--- src/hdl/pmt_pkg.sv ---
// ============================================================================
// PS/2 mouse position tracker package
// Shared types, field widths, protocol constants and request codes.
// ============================================================================
package pmt_pkg;

    // Virtual screen size, which sets the reset window and position.
    localparam int VIRT_W = 640;
    localparam int VIRT_H = 200;

    // Field widths.
    localparam int POS_W   = 16;
    localparam int DIVS_W  = 15;
    localparam int REM_W   = 17;
    localparam int QUOT_W  = REM_W + 1;
    localparam int BYTE_W  = 8;
    localparam int BTN_N   = 3;
    localparam int REQ_W   = 3;
    localparam int SEL_W   = 2;
    localparam int CFG_IDX_W = 3;
    localparam int CFG_VAL_W = 16;

    // Reset values of the configuration registers and the position.
    localparam logic signed [POS_W-1:0] RST_MIN_X = '0;
    localparam logic signed [POS_W-1:0] RST_MAX_X = POS_W'(VIRT_W - 1);
    localparam logic signed [POS_W-1:0] RST_MIN_Y = '0;
    localparam logic signed [POS_W-1:0] RST_MAX_Y = POS_W'(VIRT_H - 1);
    localparam logic signed [POS_W-1:0] RST_CUR_X = POS_W'(VIRT_W / 2);
    localparam logic signed [POS_W-1:0] RST_CUR_Y = POS_W'(VIRT_H / 2);
    localparam logic [DIVS_W-1:0]       DEF_DIV_X = DIVS_W'(8);
    localparam logic [DIVS_W-1:0]       DEF_DIV_Y = DIVS_W'(16);

    // Bytes from the mouse that never start a packet.
    localparam logic [BYTE_W-1:0] MOUSE_ACK       = 8'hFA;
    localparam logic [BYTE_W-1:0] MOUSE_RESEND    = 8'hFE;
    localparam logic [BYTE_W-1:0] MOUSE_SELF_TEST = 8'hAA;

    // Bit positions in the packet flags byte.
    localparam int FLAG_SYNC  = 3;
    localparam int FLAG_XSIGN = 4;
    localparam int FLAG_YSIGN = 5;
    localparam int FLAG_XOVF  = 6;
    localparam int FLAG_YOVF  = 7;

    // Request codes.
    typedef enum logic [REQ_W-1:0] {
        REQ_AUX_BYTE     = 3'd0,
        REQ_SET_POS      = 3'd1,
        REQ_READ_PRESS   = 3'd2,
        REQ_READ_RELEASE = 3'd3,
        REQ_READ_MOTION  = 3'd4
    } t_req;

    // Configuration register indexes.
    typedef enum logic [CFG_IDX_W-1:0] {
        CFG_MIN_X    = 3'd0,
        CFG_MAX_X    = 3'd1,
        CFG_MIN_Y    = 3'd2,
        CFG_MAX_Y    = 3'd3,
        CFG_DIV_X    = 3'd4,
        CFG_DIV_Y    = 3'd5,
        CFG_TRACK_EN = 3'd6
    } t_cfg_idx;

    // Input word.
    typedef struct packed {
        logic [REQ_W-1:0]        req_type;
        logic [BYTE_W-1:0]       aux_byte;
        logic [SEL_W-1:0]        button_sel;
        logic signed [POS_W-1:0] new_x;
        logic signed [POS_W-1:0] new_y;
    } t_in_item;

    // Result word.
    typedef struct packed {
        logic signed [POS_W-1:0] pos_x;
        logic signed [POS_W-1:0] pos_y;
        logic [BTN_N-1:0]        button_state;
        logic [POS_W-1:0]        event_count;
        logic signed [POS_W-1:0] event_x;
        logic signed [POS_W-1:0] event_y;
        logic signed [POS_W-1:0] motion_x;
        logic signed [POS_W-1:0] motion_y;
        logic                    packet_done;
    } t_out_item;

    // Configuration write word.
    typedef struct packed {
        logic [CFG_IDX_W-1:0] index;
        logic [CFG_VAL_W-1:0] value;
    } t_cfg_word;

    // Commands from the controller to the datapath.
    typedef struct packed {
        logic load;
        logic div_start;
        logic move;
        logic commit;
    } t_ctrl_cmd;

    // Status from the datapath to the controller.
    typedef struct packed {
        logic need_div;
        logic div_done;
    } t_dp_stat;

endpackage

--- src/hdl/pmt_stream_if.sv ---
// ============================================================================
// Valid/ready stream interface
// One channel carrying a word of any packed type under a valid/ready handshake.
// ============================================================================
interface pmt_stream_if #(
    parameter type t_payload = logic
);
    logic     valid;
    logic     ready;
    t_payload data;

    modport source (output valid, output data, input ready);
    modport sink   (input valid, input data, output ready);
endinterface

--- src/hdl/pmt_div.sv ---
// ============================================================================
// Signed restoring divider
// Divides a signed dividend by a positive divisor one quotient bit per cycle,
// truncating toward zero; the remainder takes the sign of the dividend.
// ============================================================================
module pmt_div (
    input  logic                                i_clk,
    input  logic                                i_rst_n,
    input  logic                                i_start,
    input  logic signed [pmt_pkg::REM_W-1:0]    i_dividend,
    input  logic [pmt_pkg::DIVS_W-1:0]          i_divisor,
    output logic                                o_done,
    output logic signed [pmt_pkg::QUOT_W-1:0]   o_quot,
    output logic signed [pmt_pkg::DIVS_W:0]     o_rem
);
    localparam int STEPS = pmt_pkg::REM_W;
    localparam int CNT_W = $clog2(STEPS);

    logic                          r_busy;
    logic                          r_done;
    logic [CNT_W-1:0]              r_cnt;
    logic [pmt_pkg::REM_W-1:0]     r_q;
    logic [pmt_pkg::DIVS_W-1:0]    r_r;
    logic [pmt_pkg::DIVS_W-1:0]    r_d;
    logic                          r_neg;

    logic [pmt_pkg::DIVS_W:0]      shifted;
    logic [pmt_pkg::DIVS_W:0]      diff;
    logic                          fits;
    logic [pmt_pkg::REM_W-1:0]     magnitude;

    // Magnitude of the dividend at start.
    assign magnitude = i_dividend[pmt_pkg::REM_W-1] ? (~i_dividend + 1'b1) : i_dividend;

    // One trial subtraction per step.
    assign shifted = {r_r, r_q[pmt_pkg::REM_W-1]};
    assign diff    = shifted - {1'b0, r_d};
    assign fits    = (shifted >= {1'b0, r_d});

    // Step sequencing; the partial remainder and quotient carry no reset.
    always_ff @(posedge i_clk) begin
        if (!i_rst_n) begin
            r_busy <= 1'b0;
            r_done <= 1'b0;
            r_cnt  <= '0;
        end else begin
            r_done <= 1'b0;
            if (i_start) begin
                r_busy <= 1'b1;
                r_cnt  <= '0;
            end else if (r_busy) begin
                r_cnt <= r_cnt + 1'b1;
                if (r_cnt == CNT_W'(STEPS - 1)) begin
                    r_busy <= 1'b0;
                    r_done <= 1'b1;
                end
            end
        end
    end

    always_ff @(posedge i_clk) begin
        if (i_start) begin
            r_q   <= magnitude;
            r_r   <= '0;
            r_d   <= i_divisor;
            r_neg <= i_dividend[pmt_pkg::REM_W-1];
        end else if (r_busy) begin
            r_q <= {r_q[pmt_pkg::REM_W-2:0], fits};
            r_r <= fits ? diff[pmt_pkg::DIVS_W-1:0] : shifted[pmt_pkg::DIVS_W-1:0];
        end
    end

    // Signs restored for truncation toward zero.
    assign o_done = r_done;
    assign o_quot = r_neg ? -$signed({1'b0, r_q}) : $signed({1'b0, r_q});
    assign o_rem  = r_neg ? -$signed({1'b0, r_r}) : $signed({1'b0, r_r});

endmodule

--- src/hdl/pmt_dpath.sv ---
// ============================================================================
// PS/2 mouse tracker datapath
// Holds configuration, packet assembly, position, remainders, counters and
// button records, and the result register. Two dividers scale the motion.
// ============================================================================
module pmt_dpath (
    input  logic                  i_clk,
    input  logic                  i_rst_n,
    input  pmt_pkg::t_ctrl_cmd    i_cmd,
    output pmt_pkg::t_dp_stat     o_stat,
    input  pmt_pkg::t_in_item     i_in_data,
    input  logic                  i_cfg_valid,
    input  pmt_pkg::t_cfg_word    i_cfg_data,
    output pmt_pkg::t_out_item    o_out_data
);
    typedef struct packed {
        logic signed [pmt_pkg::POS_W-1:0] y;
        logic signed [pmt_pkg::POS_W-1:0] x;
    } t_pos;

    // Clamp to a window: below min takes min, then above max takes max.
    function automatic logic signed [pmt_pkg::POS_W-1:0] clamp_pos(
        input logic signed [pmt_pkg::QUOT_W-1:0] v,
        input logic signed [pmt_pkg::POS_W-1:0]  lo,
        input logic signed [pmt_pkg::POS_W-1:0]  hi
    );
        logic signed [pmt_pkg::QUOT_W-1:0] t;
        logic signed [pmt_pkg::QUOT_W-1:0] lo_w;
        logic signed [pmt_pkg::QUOT_W-1:0] hi_w;
        lo_w = $signed({{(pmt_pkg::QUOT_W-pmt_pkg::POS_W){lo[pmt_pkg::POS_W-1]}}, lo});
        hi_w = $signed({{(pmt_pkg::QUOT_W-pmt_pkg::POS_W){hi[pmt_pkg::POS_W-1]}}, hi});
        t = v;
        if (t < lo_w) t = lo_w;
        if (t > hi_w) t = hi_w;
        return t[pmt_pkg::POS_W-1:0];
    endfunction

    // Configuration registers.
    logic signed [pmt_pkg::POS_W-1:0]  r_min_x, r_max_x, r_min_y, r_max_y;
    logic [pmt_pkg::DIVS_W-1:0]        r_div_x, r_div_y;
    logic                              r_track;

    // Tracker state.
    logic signed [pmt_pkg::POS_W-1:0]  r_cur_x, r_cur_y, n_cur_x, n_cur_y;
    logic signed [pmt_pkg::REM_W-1:0]  r_rem_x, r_rem_y, n_rem_x, n_rem_y;
    logic [pmt_pkg::POS_W-1:0]         r_acc_x, r_acc_y, n_acc_x, n_acc_y;
    logic [pmt_pkg::BTN_N-1:0]         r_held, n_held;
    logic [pmt_pkg::POS_W-1:0]         r_press_count [pmt_pkg::BTN_N];
    logic [pmt_pkg::POS_W-1:0]         n_press_count [pmt_pkg::BTN_N];
    logic [pmt_pkg::POS_W-1:0]         r_rel_cnt [pmt_pkg::BTN_N];
    logic [pmt_pkg::POS_W-1:0]         n_rel_cnt [pmt_pkg::BTN_N];
    t_pos                              r_press_pos [pmt_pkg::BTN_N];
    t_pos                              n_press_pos [pmt_pkg::BTN_N];
    t_pos                              r_rel_pos [pmt_pkg::BTN_N];
    t_pos                              n_rel_pos [pmt_pkg::BTN_N];
    logic [1:0]                        r_byte_idx, n_byte_idx;

    // Working registers without reset.
    logic [pmt_pkg::BYTE_W-1:0]        r_pkt [2];
    logic [pmt_pkg::BYTE_W-1:0]        n_pkt [2];
    pmt_pkg::t_in_item                 r_item;
    logic signed [8:0]                 r_dx;
    logic signed [9:0]                 r_dy;
    logic signed [pmt_pkg::POS_W-1:0]  r_mv_x, r_mv_y;
    pmt_pkg::t_out_item                r_out, n_out;

    // Packet decode.
    logic [pmt_pkg::BYTE_W-1:0]        flags;
    logic                              ovf;
    logic signed [8:0]                 dx;
    logic signed [9:0]                 dy;
    logic signed [pmt_pkg::REM_W-1:0]  dvd_x, dvd_y;
    logic [pmt_pkg::DIVS_W-1:0]        dvs_x, dvs_y;
    logic                              done_x, done_y;
    logic signed [pmt_pkg::QUOT_W-1:0] quot_x, quot_y;
    logic signed [pmt_pkg::DIVS_W:0]   rem_x, rem_y;
    logic signed [pmt_pkg::QUOT_W-1:0] sum_x, sum_y;
    logic [pmt_pkg::SEL_W-1:0]         sel;
    logic                              drop;
    t_pos                              ev_pos;

    assign flags = r_pkt[0];
    assign ovf   = flags[pmt_pkg::FLAG_XOVF] | flags[pmt_pkg::FLAG_YOVF];
    assign dx    = ovf ? '0 : $signed({flags[pmt_pkg::FLAG_XSIGN], r_pkt[1]});
    // Y is inverted so that positive motion points down the screen.
    assign dy    = ovf ? '0 :
                   -$signed({flags[pmt_pkg::FLAG_YSIGN], flags[pmt_pkg::FLAG_YSIGN],
                             r_item.aux_byte});

    // Scaled motion added to the carried remainder.
    assign dvd_x = r_rem_x + $signed({{5{dx[8]}}, dx, 3'b000});
    assign dvd_y = r_rem_y + $signed({{4{dy[9]}}, dy, 3'b000});
    assign dvs_x = (r_div_x == '0) ? pmt_pkg::DEF_DIV_X : r_div_x;
    assign dvs_y = (r_div_y == '0) ? pmt_pkg::DEF_DIV_Y : r_div_y;

    pmt_div u_div_x (
        .i_clk      (i_clk),
        .i_rst_n    (i_rst_n),
        .i_start    (i_cmd.div_start),
        .i_dividend (dvd_x),
        .i_divisor  (dvs_x),
        .o_done     (done_x),
        .o_quot     (quot_x),
        .o_rem      (rem_x)
    );

    pmt_div u_div_y (
        .i_clk      (i_clk),
        .i_rst_n    (i_rst_n),
        .i_start    (i_cmd.div_start),
        .i_dividend (dvd_y),
        .i_divisor  (dvs_y),
        .o_done     (done_y),
        .o_quot     (quot_y),
        .o_rem      (rem_y)
    );

    // Status for the controller.
    assign o_stat.need_div = (pmt_pkg::t_req'(r_item.req_type) == pmt_pkg::REQ_AUX_BYTE)
                             && (r_byte_idx[1] == 1'b1) && r_track;
    assign o_stat.div_done = done_x & done_y;

    // Candidate position after the move.
    assign sum_x = $signed({{2{r_cur_x[pmt_pkg::POS_W-1]}}, r_cur_x}) + quot_x;
    assign sum_y = $signed({{2{r_cur_y[pmt_pkg::POS_W-1]}}, r_cur_y}) + quot_y;

    assign sel  = (r_item.button_sel == 2'd3) ? 2'd2 : r_item.button_sel;
    assign drop = (r_byte_idx == 2'd0) &&
                  ((r_item.aux_byte == pmt_pkg::MOUSE_ACK) ||
                   (r_item.aux_byte == pmt_pkg::MOUSE_RESEND) ||
                   (r_item.aux_byte == pmt_pkg::MOUSE_SELF_TEST) ||
                   !r_item.aux_byte[pmt_pkg::FLAG_SYNC]);

    // Next state of the item being committed.
    always_comb begin
        n_cur_x       = r_cur_x;
        n_cur_y       = r_cur_y;
        n_rem_x       = r_rem_x;
        n_rem_y       = r_rem_y;
        n_acc_x       = r_acc_x;
        n_acc_y       = r_acc_y;
        n_held        = r_held;
        n_press_count = r_press_count;
        n_rel_cnt     = r_rel_cnt;
        n_press_pos   = r_press_pos;
        n_rel_pos     = r_rel_pos;
        n_byte_idx    = r_byte_idx;
        n_pkt         = r_pkt;
        n_out         = r_out;
        ev_pos        = '0;
        if (i_cmd.commit) begin
            n_out = '0;
            case (pmt_pkg::t_req'(r_item.req_type))
                pmt_pkg::REQ_AUX_BYTE: begin
                    if (drop) begin
                        n_byte_idx = r_byte_idx;
                    end else if (r_byte_idx[1] == 1'b0) begin
                        n_pkt[r_byte_idx[0]] = r_item.aux_byte;
                        n_byte_idx = r_byte_idx + 2'd1;
                    end else begin
                        n_byte_idx        = 2'd0;
                        n_out.packet_done = 1'b1;
                        if (r_track) begin
                            n_acc_x = r_acc_x + {{7{r_dx[8]}}, r_dx};
                            n_acc_y = r_acc_y + {{6{r_dy[9]}}, r_dy};
                            n_rem_x = $signed({rem_x[pmt_pkg::DIVS_W], rem_x});
                            n_rem_y = $signed({rem_y[pmt_pkg::DIVS_W], rem_y});
                            n_cur_x = r_mv_x;
                            n_cur_y = r_mv_y;
                            n_held  = flags[pmt_pkg::BTN_N-1:0];
                            // Edge on each button, stamped with the new position.
                            for (int b = 0; b < pmt_pkg::BTN_N; b++) begin
                                if (flags[b] && !r_held[b]) begin
                                    n_press_count[b] = r_press_count[b] + 1'b1;
                                    n_press_pos[b]   = {r_mv_y, r_mv_x};
                                end else if (!flags[b] && r_held[b]) begin
                                    n_rel_cnt[b] = r_rel_cnt[b] + 1'b1;
                                    n_rel_pos[b] = {r_mv_y, r_mv_x};
                                end
                            end
                        end
                    end
                end
                pmt_pkg::REQ_SET_POS: begin
                    n_cur_x = clamp_pos($signed({{2{r_item.new_x[pmt_pkg::POS_W-1]}},
                                                 r_item.new_x}), r_min_x, r_max_x);
                    n_cur_y = clamp_pos($signed({{2{r_item.new_y[pmt_pkg::POS_W-1]}},
                                                 r_item.new_y}), r_min_y, r_max_y);
                end
                pmt_pkg::REQ_READ_PRESS: begin
                    n_out.event_count  = r_press_count[sel];
                    ev_pos             = r_press_pos[sel];
                    n_press_count[sel] = '0;
                end
                pmt_pkg::REQ_READ_RELEASE: begin
                    n_out.event_count = r_rel_cnt[sel];
                    ev_pos            = r_rel_pos[sel];
                    n_rel_cnt[sel]    = '0;
                end
                pmt_pkg::REQ_READ_MOTION: begin
                    n_out.motion_x = $signed(r_acc_x);
                    n_out.motion_y = $signed(r_acc_y);
                    n_acc_x        = '0;
                    n_acc_y        = '0;
                end
                default: begin
                    n_byte_idx = r_byte_idx;
                end
            endcase
            n_out.pos_x        = n_cur_x;
            n_out.pos_y        = n_cur_y;
            n_out.button_state = n_held;
            n_out.event_x      = ev_pos.x;
            n_out.event_y      = ev_pos.y;
        end
    end

    // Configuration and tracker state.
    always_ff @(posedge i_clk) begin
        if (!i_rst_n) begin
            r_min_x    <= pmt_pkg::RST_MIN_X;
            r_max_x    <= pmt_pkg::RST_MAX_X;
            r_min_y    <= pmt_pkg::RST_MIN_Y;
            r_max_y    <= pmt_pkg::RST_MAX_Y;
            r_div_x    <= pmt_pkg::DEF_DIV_X;
            r_div_y    <= pmt_pkg::DEF_DIV_Y;
            r_track    <= 1'b1;
            r_cur_x    <= pmt_pkg::RST_CUR_X;
            r_cur_y    <= pmt_pkg::RST_CUR_Y;
            r_rem_x    <= '0;
            r_rem_y    <= '0;
            r_acc_x    <= '0;
            r_acc_y    <= '0;
            r_held     <= '0;
            r_byte_idx <= '0;
            for (int b = 0; b < pmt_pkg::BTN_N; b++) begin
                r_press_count[b] <= '0;
                r_rel_cnt[b]     <= '0;
                r_press_pos[b]   <= '0;
                r_rel_pos[b]     <= '0;
            end
        end else begin
            if (i_cfg_valid) begin
                case (pmt_pkg::t_cfg_idx'(i_cfg_data.index))
                    pmt_pkg::CFG_MIN_X:    r_min_x <= $signed(i_cfg_data.value);
                    pmt_pkg::CFG_MAX_X:    r_max_x <= $signed(i_cfg_data.value);
                    pmt_pkg::CFG_MIN_Y:    r_min_y <= $signed(i_cfg_data.value);
                    pmt_pkg::CFG_MAX_Y:    r_max_y <= $signed(i_cfg_data.value);
                    pmt_pkg::CFG_DIV_X:    r_div_x <= i_cfg_data.value[pmt_pkg::DIVS_W-1:0];
                    pmt_pkg::CFG_DIV_Y:    r_div_y <= i_cfg_data.value[pmt_pkg::DIVS_W-1:0];
                    pmt_pkg::CFG_TRACK_EN: r_track <= i_cfg_data.value[0];
                    default:               r_track <= r_track;
                endcase
            end
            r_cur_x       <= n_cur_x;
            r_cur_y       <= n_cur_y;
            r_rem_x       <= n_rem_x;
            r_rem_y       <= n_rem_y;
            r_acc_x       <= n_acc_x;
            r_acc_y       <= n_acc_y;
            r_held        <= n_held;
            r_byte_idx    <= n_byte_idx;
            r_press_count <= n_press_count;
            r_rel_cnt     <= n_rel_cnt;
            r_press_pos   <= n_press_pos;
            r_rel_pos     <= n_rel_pos;
        end
    end

    // Captured item, packet bytes, motion and the result word.
    always_ff @(posedge i_clk) begin
        if (i_cmd.load) begin
            r_item <= i_in_data;
        end
        if (i_cmd.div_start) begin
            r_dx <= dx;
            r_dy <= dy;
        end
        if (i_cmd.move) begin
            if ((quot_x != '0) || (quot_y != '0)) begin
                r_mv_x <= clamp_pos(sum_x, r_min_x, r_max_x);
                r_mv_y <= clamp_pos(sum_y, r_min_y, r_max_y);
            end else begin
                r_mv_x <= r_cur_x;
                r_mv_y <= r_cur_y;
            end
        end
        r_pkt <= n_pkt;
        r_out <= n_out;
    end

    assign o_out_data = r_out;

endmodule

--- src/hdl/pmt_ctrl.sv ---
// ============================================================================
// PS/2 mouse tracker controller
// Sequences each word through decode and commit, with division and move for a
// tracked packet's last byte, and owns the input and result handshakes.
// ============================================================================
module pmt_ctrl (
    input  logic               i_clk,
    input  logic               i_rst_n,
    input  logic               i_in_valid,
    output logic               o_in_ready,
    input  logic               i_out_ready,
    output logic               o_out_valid,
    output pmt_pkg::t_ctrl_cmd o_cmd,
    input  pmt_pkg::t_dp_stat  i_stat
);
    typedef enum logic [2:0] {
        S_IDLE,
        S_DECODE,
        S_DIV,
        S_MOVE,
        S_COMMIT
    } t_state;

    t_state r_state, n_state;
    logic   r_out_valid, n_out_valid;
    logic   slot_free;

    // The result register can take a new word when empty or being drained.
    assign slot_free = !r_out_valid || i_out_ready;

    // Next state and commands.
    always_comb begin
        n_state = r_state;
        o_cmd   = '0;
        case (r_state)
            S_IDLE: begin
                if (i_in_valid) begin
                    o_cmd.load = 1'b1;
                    n_state    = S_DECODE;
                end
            end
            S_DECODE: begin
                if (i_stat.need_div) begin
                    o_cmd.div_start = 1'b1;
                    n_state         = S_DIV;
                end else begin
                    n_state = S_COMMIT;
                end
            end
            S_DIV: begin
                if (i_stat.div_done) begin
                    n_state = S_MOVE;
                end
            end
            S_MOVE: begin
                o_cmd.move = 1'b1;
                n_state    = S_COMMIT;
            end
            S_COMMIT: begin
                if (slot_free) begin
                    o_cmd.commit = 1'b1;
                    n_state      = S_IDLE;
                end
            end
            default: begin
                n_state = S_IDLE;
            end
        endcase
        n_out_valid = o_cmd.commit ? 1'b1 : (i_out_ready ? 1'b0 : r_out_valid);
    end

    // State and result valid.
    always_ff @(posedge i_clk) begin
        if (!i_rst_n) begin
            r_state     <= S_IDLE;
            r_out_valid <= 1'b0;
        end else begin
            r_state     <= n_state;
            r_out_valid <= n_out_valid;
        end
    end

    assign o_in_ready  = (r_state == S_IDLE);
    assign o_out_valid = r_out_valid;

    // A result appears only as the commit step of a word.
    a_valid_from_commit: assert property (@(posedge i_clk) disable iff (!i_rst_n)
        $rose(r_out_valid) |-> $past(r_state == S_COMMIT))
        else $error("result valid rose without a commit");

    // An accepted word goes straight to decode.
    a_accept_decode: assert property (@(posedge i_clk) disable iff (!i_rst_n)
        (i_in_valid && o_in_ready) |=> (r_state == S_DECODE))
        else $error("accepted word did not enter decode");

    // Division finishing moves the word on to the position update.
    a_div_to_move: assert property (@(posedge i_clk) disable iff (!i_rst_n)
        (r_state == S_DIV && i_stat.div_done) |=> (r_state == S_MOVE))
        else $error("division finished but no move followed");

    // A commit never overwrites a result that is still held.
    a_no_overwrite: assert property (@(posedge i_clk) disable iff (!i_rst_n)
        (r_out_valid && !i_out_ready) |=> (r_state != S_IDLE || r_out_valid))
        else $error("held result was lost");

endmodule

--- src/hdl/ps2_mouse_position_tracker.sv ---
// ============================================================================
// PS/2 mouse position tracker
// Assembles mouse packets into motion, position and button records, and
// serves position, button and motion requests.
// ============================================================================
// An accepted input word goes through decode and commit, and its result is
// registered as the controller returns to idle, when the input is ready again.
// A byte that completes a packet while tracking is enabled also goes through
// division and move: the scaled X and Y motion goes through two restoring
// dividers that run side by side and retire one quotient bit per cycle over
// 17 steps, started from decode and seen to finish in the division state, and
// the new position is clamped in the move state. A result still waiting on
// the output holds the next word at its commit step, so the input stays not
// ready until that result is taken. Configuration writes are taken at any
// time and should be made while the block is idle.
module ps2_mouse_position_tracker (
    input  logic          i_clk,
    input  logic          i_rst_n,
    pmt_stream_if.sink    i_in,
    pmt_stream_if.source  o_out,
    pmt_stream_if.sink    i_cfg
);
    pmt_pkg::t_ctrl_cmd cmd;
    pmt_pkg::t_dp_stat  stat;
    logic               in_ready;
    logic               out_valid;

    pmt_ctrl u_ctrl (
        .i_clk       (i_clk),
        .i_rst_n     (i_rst_n),
        .i_in_valid  (i_in.valid),
        .o_in_ready  (in_ready),
        .i_out_ready (o_out.ready),
        .o_out_valid (out_valid),
        .o_cmd       (cmd),
        .i_stat      (stat)
    );

    pmt_dpath u_dpath (
        .i_clk       (i_clk),
        .i_rst_n     (i_rst_n),
        .i_cmd       (cmd),
        .o_stat      (stat),
        .i_in_data   (i_in.data),
        .i_cfg_valid (i_cfg.valid),
        .i_cfg_data  (i_cfg.data),
        .o_out_data  (o_out.data)
    );

    // Handshakes; configuration words are always taken.
    assign i_in.ready  = in_ready;
    assign o_out.valid = out_valid;
    assign i_cfg.ready = 1'b1;

endmodule

--- src/flat_wrapper.sv ---
// flat-port wrapper written by rule: the top's interface ports become plain ports
module ps2_mouse_position_tracker_flat import pmt_pkg::*;
  (i_clk, i_rst_n, i_in_valid, i_in_data, i_in_ready, o_out_valid, o_out_data, o_out_ready, i_cfg_valid, i_cfg_data, i_cfg_ready);
  pmt_stream_if #(.t_payload(t_in_item)) i_in_i ();
  pmt_stream_if #(.t_payload(t_out_item)) o_out_i ();
  pmt_stream_if #(.t_payload(t_cfg_word)) i_cfg_i ();
  input  logic i_clk;
  input  logic i_rst_n;
  input wire logic [$bits(i_in_i.valid)-1:0] i_in_valid;
  input wire logic [$bits(i_in_i.data)-1:0] i_in_data;
  output wire logic [$bits(i_in_i.ready)-1:0] i_in_ready;
  output wire logic [$bits(o_out_i.valid)-1:0] o_out_valid;
  output wire logic [$bits(o_out_i.data)-1:0] o_out_data;
  input wire logic [$bits(o_out_i.ready)-1:0] o_out_ready;
  input wire logic [$bits(i_cfg_i.valid)-1:0] i_cfg_valid;
  input wire logic [$bits(i_cfg_i.data)-1:0] i_cfg_data;
  output wire logic [$bits(i_cfg_i.ready)-1:0] i_cfg_ready;
  assign i_in_i.valid = i_in_valid;
  assign i_in_i.data = i_in_data;
  assign i_in_ready = i_in_i.ready;
  assign o_out_valid = o_out_i.valid;
  assign o_out_data = o_out_i.data;
  assign o_out_i.ready = o_out_ready;
  assign i_cfg_i.valid = i_cfg_valid;
  assign i_cfg_i.data = i_cfg_data;
  assign i_cfg_ready = i_cfg_i.ready;
  ps2_mouse_position_tracker u_core (.i_clk(i_clk), .i_rst_n(i_rst_n), .i_in(i_in_i), .o_out(o_out_i), .i_cfg(i_cfg_i));
endmodule
--- config.mk ---
export PLATFORM = sky130hd
export DESIGN_NAME = ps2_mouse_position_tracker_flat
export DESIGN_NICKNAME = d
export VERILOG_FILES = /design/src/hdl/pmt_pkg.sv /design/src/hdl/pmt_stream_if.sv /design/src/hdl/pmt_div.sv /design/src/hdl/pmt_dpath.sv /design/src/hdl/pmt_ctrl.sv /design/src/hdl/ps2_mouse_position_tracker.sv /design/src/flat_wrapper.sv
export SDC_FILE = /design/constraint.sdc
export NUM_CORES = 2
export LEC_CHECK = 0
export BUFFER_PORTS_ARGS = -buffer_cell sky130_fd_sc_hd__buf_2
export CORE_MARGIN = 2
export CORE_UTILIZATION = 53
export DETAILED_ROUTE_END_ITERATION = 8
export PLACE_DENSITY = 0.7
export SYNTH_ARGS = -nofsm -noshare
export SYNTH_HDL_FRONTEND = slang
export SYNTH_SLANG_ARGS = --single-unit
--- constraint.sdc ---
create_clock -name i_clk -period 20.8 [get_ports i_clk]
set_input_delay 2.08 -clock i_clk [delete_from_list [all_inputs] [get_ports i_clk]]
set_output_delay 2.08 -clock i_clk [all_outputs]
set_load 0.01 [all_outputs]
# Word level (Yosys, flattened, before mapping)
# Cells that the tools add are included.
# word_totals
out_inout_bits	119
word_cells	339
ff_bits	826
# classes
mux	113
add_sub_neg	24
bitwise	18
order_cmp	14
n_reduce_logical	66
eq_ne	35
# ops
cell	n
16-bit 2-to-1 mux	34
48-bit 2-to-1 mux	6
18-bit 2-to-1 mux	14
48-bit case mux with 2 select lines	2
16-bit case mux with 2 select lines	5
32-bit binary-select mux with 2-bit select	2
32-bit 2-to-1 mux	4
17-bit 2-to-1 mux	6
16-bit by 1-bit adder with 16-bit output (second input constant)	6
48-bit bitwise AND	2
18-bit by 16-bit greater-than comparator with 1-bit output	4
16-bit binary-select mux with 2-bit select	2
32-bit case mux with 2 select lines	1
48-bit NOT	1
7-bit AND reduction	6
16-bit by 18-bit adder with 18-bit output	2
18-bit by 16-bit < comparator with 1-bit output	2
17-bit negation with 18-bit output	2
6-bit AND reduction	6
18-bit nonzero test	2
17-bit by 1-bit adder with 17-bit output (second input constant)	2
17-bit NOT	2
16-bit adder	2
16-bit demux with 2-bit select	1
49 further kinds	154

# Logic depth before layout (Yosys ltp)
# logic_depth
word_depth	10
depth_mapped	36
depth_no_buf	31

# Modules after synthesis
# From an unflattened synthesis, not the netlist that was laid out.
# unflattened
cells_unflattened	5376
hier_area_um2	46209.3
# modules_own_cells
module	n_inst	cells_per_inst	area_per_inst_um2	seq_area_each_um2
pmt_dpath	1	4486	38076.5	16505.8
pmt_div	2	432	3943.8	1431.4
pmt_ctrl	1	24	234.0	80.1
ps2_mouse_position_tracker	1	2	11.3	0.0

# Worst setup path after synthesis
# Ideal clock, no wire load.
# synth_path
kind	register to register
startpoint	register u_core.u_dpath.u_div_x.r_neg
endpoint	register u_core.u_dpath.r_mv_x[10] in the netlist's numbering, data pin
path_slack_ns	12.781
arrival_time_ns	7.758
path_stages_with_launch	35
n_path_buf	8
setup_time_ns	0.260
path_cell_list	edfxtp_1 -> buf_1 -> clkbuf_1 -> clkbuf_1 -> clkbuf_1 -> o21ai_0 -> xnor2_1 -> ha_1 -> and3_1 -> o21ai_0 -> nand3_1 -> a2111oi_0 -> o41ai_1 -> a21o_1 -> a21o_1 -> xor2_1 -> ha_1 -> nand4_1 -> a211oi_1 -> a21o_1 -> clkbuf_1 -> buf_1 -> mux2_2 -> ha_1 -> a21oi_1 -> nor2b_1 -> o21ai_0 -> a21oi_1 -> o31ai_1 -> and4_1 -> a211o_1 -> clkbuf_1 -> clkbuf_1 -> mux2_2 -> mux2_4
# synth_via
elab_chain_cells	9
elab_cells_between_ends	11
classes_between	1 x add/sub; 2 x order compare; 6 x mux; 2 x reduce/logical
# synth_lines
element	line_no	source
start: declaration	pmt_div.sv:25	logic r_neg;
start signal: assignment	pmt_div.sv:66	r_neg <= i_dividend[pmt_pkg::REM_W-1];
18-bit 2-to-1 mux (*)	pmt_div.sv:75	assign o_quot = r_neg ? -$signed({1'b0, r_q}) : $signed({1'b0, r_q});
16-bit by 18-bit adder with 18-bit output	pmt_dpath.sv:124	assign sum_x = $signed({{2{r_cur_x[pmt_pkg::POS_W-1]}}, r_cur_x}) + quot_x;
18-bit by 16-bit < comparator with 1-bit output	pmt_dpath.sv:33	if (t < lo_w) t = lo_w;
18-bit 2-to-1 mux	pmt_dpath.sv:33	
18-bit 2-to-1 mux	pmt_dpath.sv:280	if ((quot_x != '0) || (quot_y != '0)) begin
18-bit 2-to-1 mux	pmt_dpath.sv:279	if (i_cmd.move) begin
18-bit by 16-bit greater-than comparator with 1-bit output	pmt_dpath.sv:34	if (t > hi_w) t = hi_w;
16-bit 2-to-1 mux	pmt_dpath.sv:34	
16-bit 2-to-1 mux (*)	pmt_dpath.sv:280	
end signal: assignment	pmt_dpath.sv:281	r_mv_x <= clamp_pos(sum_x, r_min_x, r_max_x);
end signal: assignment	pmt_dpath.sv:284	r_mv_x <= r_cur_x;
end: declaration	pmt_dpath.sv:64	logic signed [pmt_pkg::POS_W-1:0] r_mv_x, r_mv_y;
# Mark *: on every way between the ends. The rest lies on a longest branch, timed or not. The select of a mux whose other input is x is not followed.
# A chain may end at the register's enable or synchronous reset.

# Worst setup path after layout
# layout_path
startpoint	register u_core.u_dpath.u_div_x.r_q[5] in the netlist's numbering
endpoint	register u_core.u_dpath.r_mv_x[2] in the netlist's numbering, data pin
# layout_via
elab_chain_cells	10
elab_cells_between_ends	12
classes_between	2 x add/sub; 2 x order compare; 6 x mux; 2 x reduce/logical
# layout_lines
element	line_no	source
start: declaration	pmt_div.sv:22	logic [pmt_pkg::REM_W-1:0] r_q;
start signal: assignment	pmt_div.sv:63	r_q <= magnitude;
start signal: assignment	pmt_div.sv:68	r_q <= {r_q[pmt_pkg::REM_W-2:0], fits};
17-bit negation with 18-bit output	pmt_div.sv:75	
18-bit 2-to-1 mux (*)	pmt_div.sv:75	
16-bit by 18-bit adder with 18-bit output	pmt_dpath.sv:124	
18-bit by 16-bit < comparator with 1-bit output	pmt_dpath.sv:33	
18-bit 2-to-1 mux	pmt_dpath.sv:33	
18-bit 2-to-1 mux	pmt_dpath.sv:280	
18-bit 2-to-1 mux	pmt_dpath.sv:279	
18-bit by 16-bit greater-than comparator with 1-bit output	pmt_dpath.sv:34	
16-bit 2-to-1 mux	pmt_dpath.sv:34	
16-bit 2-to-1 mux (*)	pmt_dpath.sv:280	
# Marked as above.

==> flow_summary.toml <==
[sta]
hold_viol = 0
clock.fmax_ghz = 0.117
drv_slew = 0
setup_violations = 0
slew_headroom_pct = 19.6
tns_ps = 0
rsz0062_at_grt = "false"
fin_crit_ps = 8580
worst_pin_slew_ps = 1200
clock_skew_ps = 22.7
finalCritPeriodShare_pct = 41.2

[setup_path]
cp_top_family = "compound AO/OA/AOI/OAI gates"
cp.required_ps = 21200
slowest_delay_ps = 720
crit_cells = 26
worst_setup_path_start_kind = "register"
cp-end-kind = "register"
path_buf_inv = 1
crit_slowest_cell = "or4_1"
path_class = "register to register"
arrival_ps = 8980
critPathMaxFanout = 18
r2r_cells = 26

[die]
die_area_um2 = 90700
start_util_pct = 53.2
design.core.area_um2 = 88000
die_w_um = 301
io_pins = 188
die_h_um = 301
rows = 109

[global_route]
grt_usage_pct = 28.7
grt_pass1_wl_um = 206000
grt_max_degree = 200
antenna_found_initial = 6
grt_pass1_vias = 36671
grt_overflow = 0

[cts]
cts_resized = 0
numCtsBuffers = 91
cts_tree = "yes"
cts_hold_buf = 0
clk_path_buf_depth = 3
clock-sinks = 825
htreeDepth = 3
worstSkewPairLatency_ps = 670
clk_pin_slew_worst_paths_ps = 60
postCtsSetupRepairBufs = 0
cts_root_buf = "clkbuf_16"

[final_layout]
drive_gt1_share_pct = 10.1
final_cell_mix = "nand2_1 (860), dfxtp_1 (532), nor2_1 (347)"
area_growth_pct = 10.4
nets = 5685
mostFrequentLayoutCell = "nand2_1"

[synth]
synth_flop_cell = "dfxtp_1"
yosys.cell_types.count = 95
synth_edf_count = 293
ys_seq_area_share_pct = 41.5
synthCells = 5311
syn_avg_cell_area_um2 = 8.82
synth_warnings = 0
netlist_area_um2 = 46800
synth-seq-cells = 825
syn_nets = 5663
async_flop_share_pct = 0

[routing]
wire_per_inst_um = 20.1
dr_total_vias = 38934
viasPerCell = 5.92
drt_iter0_drc = 3138
drc = 0
dr.pass1.iters = 5
wirelength_um = 132000
ant_nets = 0

[placement]
io_buffer_count = 186
gp_congestion = 0.936
dp_hpwl_um = 90700

[hold_path]
hold_depth = 0
hp-class = "register to register"

[power_and_ir_drop]
power_density_nw_per_um2 = 73.7
leakagePower_nw = 19.5
ir_drop_v = 0.0000710
power.total_mw = 3.81

[outcome]
outcome = "finished, final reports clean"

[job]
max_cap_violations = 0
## metrics by stage
stage	utilization, %	hold WS, ps	cells	area (um2)	worst slack [ps]
after detailed placement	55.2	446	6405	48500	12420
final	58.7	458	6579	51700	12220
after CTS	58.7	452	6575	51700	12380
after global routing	58.7	455	6579	51700	11670
after floorplan	-	437	5311	46800	12780
after global placement	55.2	442	6405	48500	12530
## routing by layer
metal  share of wire (%)  track usage, %  vias to the layer above
li1                    -               -                    18923
met1                  43            38.5                    18603
met2                  47            48.0                     1213
met3                 6.8            3.66                      195
met4                 2.6            9.07                        0
met5                   0               0                        -
## layout make-up
cell class | count | area [um2]
diodes | 4 | 10.0
repair buffers | 236 | 1330
inverters | 181 | 684
clock buffers | 130 | 2640
fillers | 7791 | 36300
clock inverters | 40 | 508
flip-flops and latches | 825 | 19400
well taps | 1165 | 1460
multi-input cells | 3998 | 25600
## state kept, by name, summed over array words and instances (netlist names), 16 cells and up
signal                        flops
u_core.u_dpath.o_out_data       116
u_core.u_dpath.r_acc_x           16
u_core.u_dpath.r_acc_y           16
u_core.u_dpath.r_cur_x           16
u_core.u_dpath.r_cur_y           16
u_core.u_dpath.r_item            45
u_core.u_dpath.r_max_x           16
u_core.u_dpath.r_max_y           16
u_core.u_dpath.r_min_x           16
u_core.u_dpath.r_min_y           16
u_core.u_dpath.r_mv_x            16
u_core.u_dpath.r_mv_y            16
u_core.u_dpath.r_press_count     48
u_core.u_dpath.r_press_pos       96
u_core.u_dpath.r_rel_cnt         48
u_core.u_dpath.r_rel_pos         96
u_core.u_dpath.r_rem_x           16
u_core.u_dpath.r_rem_y           16
u_core.u_dpath.u_div_x.r_q       17
u_core.u_dpath.u_div_y.r_q       17
## synth_stat cells (48+ instances only)
library cell	number	area, um2
o21ai_0	305	1530
edfxtp_1	293	8800
and2_1	93	582
a21boi_0	304	2280
ha_1	275	3440
a21oi_1	321	1610
nand3_1	95	475
mux2i_1	143	1430
nand2_1	865	3250
inv_1	178	668
nor3_1	105	526
o22ai_1	57	357
mux2_2	71	800
clkbuf_1	273	1020
xnor2_1	94	823
and3_1	48	300
a21o_1	54	405
xor2_1	81	709
nor2_1	351	1320
nor2b_1	108	676
dfxtp_1	532	10700
a22oi_1	74	556
## report_power, final
| part | internal (mW) | switching, mW |
|---|---|---|
| Sequential | 1.69 | 0.0272 |
| Combinational | 0.158 | 0.229 |
| Clock | 1.01 | 0.692 |
| Total | 2.86 | 0.948 |
## final timing paths
kind	startpoint	endpoint	slack, ps
setup / recovery	u_core.u_dpath.u_div_x.r_q[5]$_DFFE_PP_	u_core.u_dpath.r_mv_x[2]$_DFFE_PP_	12220
hold / removal	u_core.u_dpath.r_div_y[5]$_SDFFE_PN0P_	u_core.u_dpath.u_div_y.r_d[5]$_SDFFCE_PN0P_	460
setup reg to reg	u_core.u_dpath.u_div_x.r_q[5]$_DFFE_PP_	u_core.u_dpath.r_mv_x[2]$_DFFE_PP_	12220
hold reg to reg	u_core.u_dpath.r_div_y[5]$_SDFFE_PN0P_	u_core.u_dpath.u_div_y.r_d[5]$_SDFFCE_PN0P_	460
## logic make-up after synthesis
family,count (synthesis),synth area share (%)
AO/OA/AOI/OAI,1426,19.9
adder cells (fa/ha/maj),283,7.69
multiplexers,218,4.89
buffers and inverters,488,3.98
other,1,0.00801
flip-flops,825,41.5
XOR/XNOR,176,3.31
AND/OR/NAND/NOR,1894,18.7
Power figures use the tool's default switching activity.
